### src/rtl/core/kfq_pkg.sv
// Types and command codes shared by the keyed queue cells and the core.
// No dependencies.
package kfq_pkg;
	typedef enum logic [2:0] {
		CMD_PUSH     = 3'd0,
		CMD_POP      = 3'd1,
		CMD_CANCEL   = 3'd2,
		CMD_CANCEL_N = 3'd3,
		CMD_SEARCH   = 3'd4,
		CMD_SORT_UP  = 3'd5,
		CMD_SORT_DN  = 3'd6,
		CMD_NOP      = 3'd7
	} cmd_t;

	typedef struct packed {
		logic [63:0] name;
		logic [20:0] tm;
	} rec_t;

	localparam logic [63:0] NULL_NAME = 64'd97;
	localparam int KEY_W = 20;
endpackage

### src/rtl/core/kfq_cell.sv
// One queue slot: holds a record and compares it to the operand.
// Depends on kfq_pkg.
module kfq_cell (
	input  logic          clk,
	input  logic          load,
	input  kfq_pkg::rec_t d,
	input  kfq_pkg::rec_t op,
	input  logic          use_name,
	output kfq_pkg::rec_t q,
	output logic          hit
);
	import kfq_pkg::*;
	rec_t rec_q;

	always_ff @(posedge clk) begin
		if (load) begin
			rec_q <= d;
		end
	end

	assign q   = rec_q;
	assign hit = (rec_q.tm == op.tm) && (!use_name || rec_q.name == op.name);
endmodule

### config.mk
export PLATFORM = sky130hd
export DESIGN_NAME = kfq_cell
export DESIGN_NICKNAME = d
export VERILOG_FILES = /design/src/rtl/core/kfq_pkg.sv /design/src/rtl/core/kfq_cell.sv
export SDC_FILE = /design/constraint.sdc
export NUM_CORES = 1
export LEC_CHECK = 0
export ABC_AREA = 1
export BUFFER_PORTS_ARGS = -buffer_cell sky130_fd_sc_hd__buf_4
export CORE_MARGIN = 4
export CORE_UTILIZATION = 46
export CTS_CLUSTER_SIZE = 40
export DETAILED_ROUTE_END_ITERATION = 6
export PLACE_DENSITY = 0.89
export RECOVER_POWER = 100
export SLEW_MARGIN = 20
export SYNTH_ARGS = -nofsm -noshare
export SYNTH_HDL_FRONTEND = slang
export SYNTH_SLANG_ARGS = --single-unit
### constraint.sdc
create_clock -name clk -period 1.85 [get_ports clk]
set_input_delay 0 -clock clk [delete_from_list [all_inputs] [get_ports clk]]
set_output_delay 0 -clock clk [all_outputs]
set_load 0.05 [all_outputs]
==> reports/qor.csv <==
metric,value,unit
run status,"complete, but fails checks",
violated checks,"max-capacitance violations, max-slew violations, negative setup slack",
number of storage elements in the synthesis netlist,85,
Peak supply drop,0.568,mV
fraction of the mapped netlist area in compound gates,1.35,%
share of layout cells above drive strength 1,24.2,%
pin count of the biggest net entering global routing,42,
fraction of post-synthesis cell area in the top cell type by area,62.4,%
starting utilization of the core area,47.2,%
"Net Count, Synth",629,
Layout fillers,556,
average cell area after synthesis,8.98,sq um
n_diodes,0,
Via-to-Cell Ratio,4.87,
worst setup path class,reg -> out,
fraction of synthesized cell area in xor and xnor cells,4.92,%
Final Hold Violating Endpoints,0,
nature of the critical path endpoint,primary output,
Leakage Power,3.43,nW
routability congestion estimate,0.824,
final WL,16.3,mm
global-route wire length before repair,23.8,mm
crit path launch type,flip-flop,
setup repair after global routing missed its margin,true,
overflow left after global routing,0,
via count,4511,
Clock Sinks,85,
standard-cell rows,34,
Placed Cells incl. Taps,824,
Die Span Y,102,um
largest area contributor in the netlist,sky130_fd_sc_hd__edfxtp_1,
final period demand of the worst path,1.92,ns
multiplexer share of the synthesized area,0,%
average wire length per cell after detail routing,17.6,um
total of endpoints with negative setup slack in the final report,1,
first-pass detailed-route iteration total,4,
maximum clock rate,522,MHz
buffer depth of the longest clock path,2,
cell at the root of the clock tree,sky130_fd_sc_hd__clkbuf_8,
clock tree from TritonCTS,yes,
synthesized instance count,456,
global-route usage over all layers,30.4,%
half-perimeter wire length after placement,10.3,mm
overall die area,10500,sq um
biggest area contributors in the synthesized netlist,"sky130_fd_sc_hd__edfxtp_1 62%, sky130_fd_sc_hd__nand2_1 14%, sky130_fd_sc_hd__inv_1 8.8%",
TritonCTS buffer count,9,
data arrival time of the worst path,1.92,ns
final std cells w/o fill,926,
# nets final,987,
slew at the pin closest to its max-slew limit,1.66,ns
share of the yosys chip area belonging to registers,62.4,%
P&R area growth vs syn,70.5,%
main combinational cell family by area after synthesis,simple AND/OR/NAND/NOR gates,
H-Tree Level Count,3,
Cell Pwr Density,782,nW/um^2
top-level port count,259,
DRC errors left,0,
Min-Delay Path Class,in -> out,
die width,102,um
Routed Antenna Nets,0,
max FFs per register,85,
Critical Path RT,1.85,ns
Fin Hold WS,0.280,ns
Synth cell types,13,
Max Slew Vio Count,30,
"Cell Area, Synth",4090,sq um
Slew Limit Headroom,-10.9,%
buffers added on ports,258,
warning count from the yosys run,0,
area share of and/or/nand/nor cells after synthesis,22.6,%
post-route clock period utilization,104,%
number of antenna violations at the first check in global routing,0,
starting DRC count in detailed routing,165,
area share of fa/ha/maj cells after synthesis,0,%
reported max-cap violation count,1,
via count of the first global-routing pass,4962,
clock slew seen by the registers of the worst setup and hold paths,0.09,ns
maximum fanout along the worst path,3,
post-route setup slack,-0.0659,ns
core area,8680,sq um
stage by stage:
| stage | setup WS, ns | TNS (ns) | util [%] | total power [mW] | cell area (sq um) |
|---|---|---|---|---|---|
| 5_1_grt | -0.256 | -0.260 | 80.4 | 5.65 | 6980 |
| 3_5_place_dp | 0.333 | 0 | 71.4 | 3.87 | 6190 |
| 2_1_floorplan | 0.107 | 0 | - | 3.21 | 4090 |
| 3_3_place_gp | 0.326 | 0 | 71.4 | 3.81 | 6190 |
| 4_1_cts | 0.00536 | 0 | 83.9 | 5.51 | 7280 |
| 6_report | -0.0659 | -0.0659 | 80.4 | 5.46 | 6980 |
layer usage:
| metal | wire length [um] | up-vias | GRT usage (%) |
|---|---|---|---|
| li1 | - | 2098 | - |
| met1 | 5480 | 2085 | 29.8 |
| met2 | 8740 | 261 | 57.5 |
| met3 | 1250 | 67 | 7.44 |
| met4 | 849 | 0 | 17.6 |
| met5 | 0 | - | 0 |
cells in the final DEF (no fill, tap or decap):
cell type,Yosys,final
sky130_fd_sc_hd__clkbuf_1,0,84
sky130_fd_sc_hd__nor2_2,0,4
sky130_fd_sc_hd__nand3_1,3,3
sky130_fd_sc_hd__a21oi_2,1,1
sky130_fd_sc_hd__xor2_1,14,14
sky130_fd_sc_hd__nand4_1,1,1
sky130_fd_sc_hd__o22ai_1,3,3
sky130_fd_sc_hd__dlygate4sd3_1,0,85
sky130_fd_sc_hd__buf_6,0,2
sky130_fd_sc_hd__bufinv_16,0,3
sky130_fd_sc_hd__buf_4,0,97
sky130_fd_sc_hd__a22o_1,2,2
sky130_fd_sc_hd__clkbuf_8,0,9
sky130_fd_sc_hd__nor3_1,1,1
sky130_fd_sc_hd__clkbuf_4,0,80
sky130_fd_sc_hd__nor2_1,89,85
sky130_fd_sc_hd__clkinv_2,0,2
sky130_fd_sc_hd__xnor2_1,9,9
sky130_fd_sc_hd__nand2_1,150,150
sky130_fd_sc_hd__inv_1,96,96
sky130_fd_sc_hd__edfxtp_1,85,85
sky130_fd_sc_hd__o21ai_0,2,2
cell type report:
type | instances | area, sq um | share of cell area, %
Clock buffer | 10 | 128 | 1.83
Tap cell | 108 | 135 | 1.94
Timing Repair Buffer | 347 | 2510 | 36.0
Multi-Input combinational cell | 275 | 1190 | 17.0
Inverter | 96 | 360 | 5.16
Sequential cell | 85 | 2550 | 36.6
Clock inverter | 5 | 100 | 1.43
final timing paths:
check	endpoint	slack [ns]	cells past startpoint	start
setup / recovery	hit	-0.07	10	q[39]$_DFFE_PP_
hold / removal	hit	0.28	3	use_name
logic make-up after synthesis:
group                  after synthesis
AND/OR/NAND/NOR                    244
buffers and inverters               96
flip-flops                          85
XOR/XNOR                            23
AO/OA/AOI/OAI                        8
critical path, cell delays in order, from the launching register on:
cell,delay (ns)
sky130_fd_sc_hd__edfxtp_1,0.46
sky130_fd_sc_hd__nor2_1,0.16
sky130_fd_sc_hd__nor2_1,0.08
sky130_fd_sc_hd__nor2_1,0.11
sky130_fd_sc_hd__nand2_1,0.09
sky130_fd_sc_hd__nor2_2,0.13
sky130_fd_sc_hd__nand2_1,0.07
sky130_fd_sc_hd__nor2_1,0.08
sky130_fd_sc_hd__nand2_1,0.08
sky130_fd_sc_hd__a21oi_2,0.13
sky130_fd_sc_hd__buf_6,0.17
synth_stat cells:
| master | n |
|---|---|
| sky130_fd_sc_hd__nor2_1 | 89 |
| sky130_fd_sc_hd__a22o_1 | 2 |
| sky130_fd_sc_hd__o22ai_1 | 3 |
| sky130_fd_sc_hd__nand2_1 | 150 |
| sky130_fd_sc_hd__o21ai_0 | 2 |
| sky130_fd_sc_hd__edfxtp_1 | 85 |
| sky130_fd_sc_hd__nand3_1 | 3 |
| sky130_fd_sc_hd__xnor2_1 | 9 |
| sky130_fd_sc_hd__a21oi_2 | 1 |
| sky130_fd_sc_hd__nand4_1 | 1 |
| sky130_fd_sc_hd__xor2_1 | 14 |
| sky130_fd_sc_hd__inv_1 | 96 |
| sky130_fd_sc_hd__nor3_1 | 1 |
where the power goes:
part | switching (mW) | internal, mW
sequential | 0.131 | 2.30
clock | 0.654 | 0.887
combinational | 0.946 | 0.540
timing repair:
item,4_1_cts,5_1_grt
setup endpoints to repair,1,1
cloned,0,0
hold buffers,85,0
hold endpoints to repair,85,0
gates resized for setup,2,3
pin swaps,2,0
buffers inserted,1,1
(Power assumes the default switching activity.)
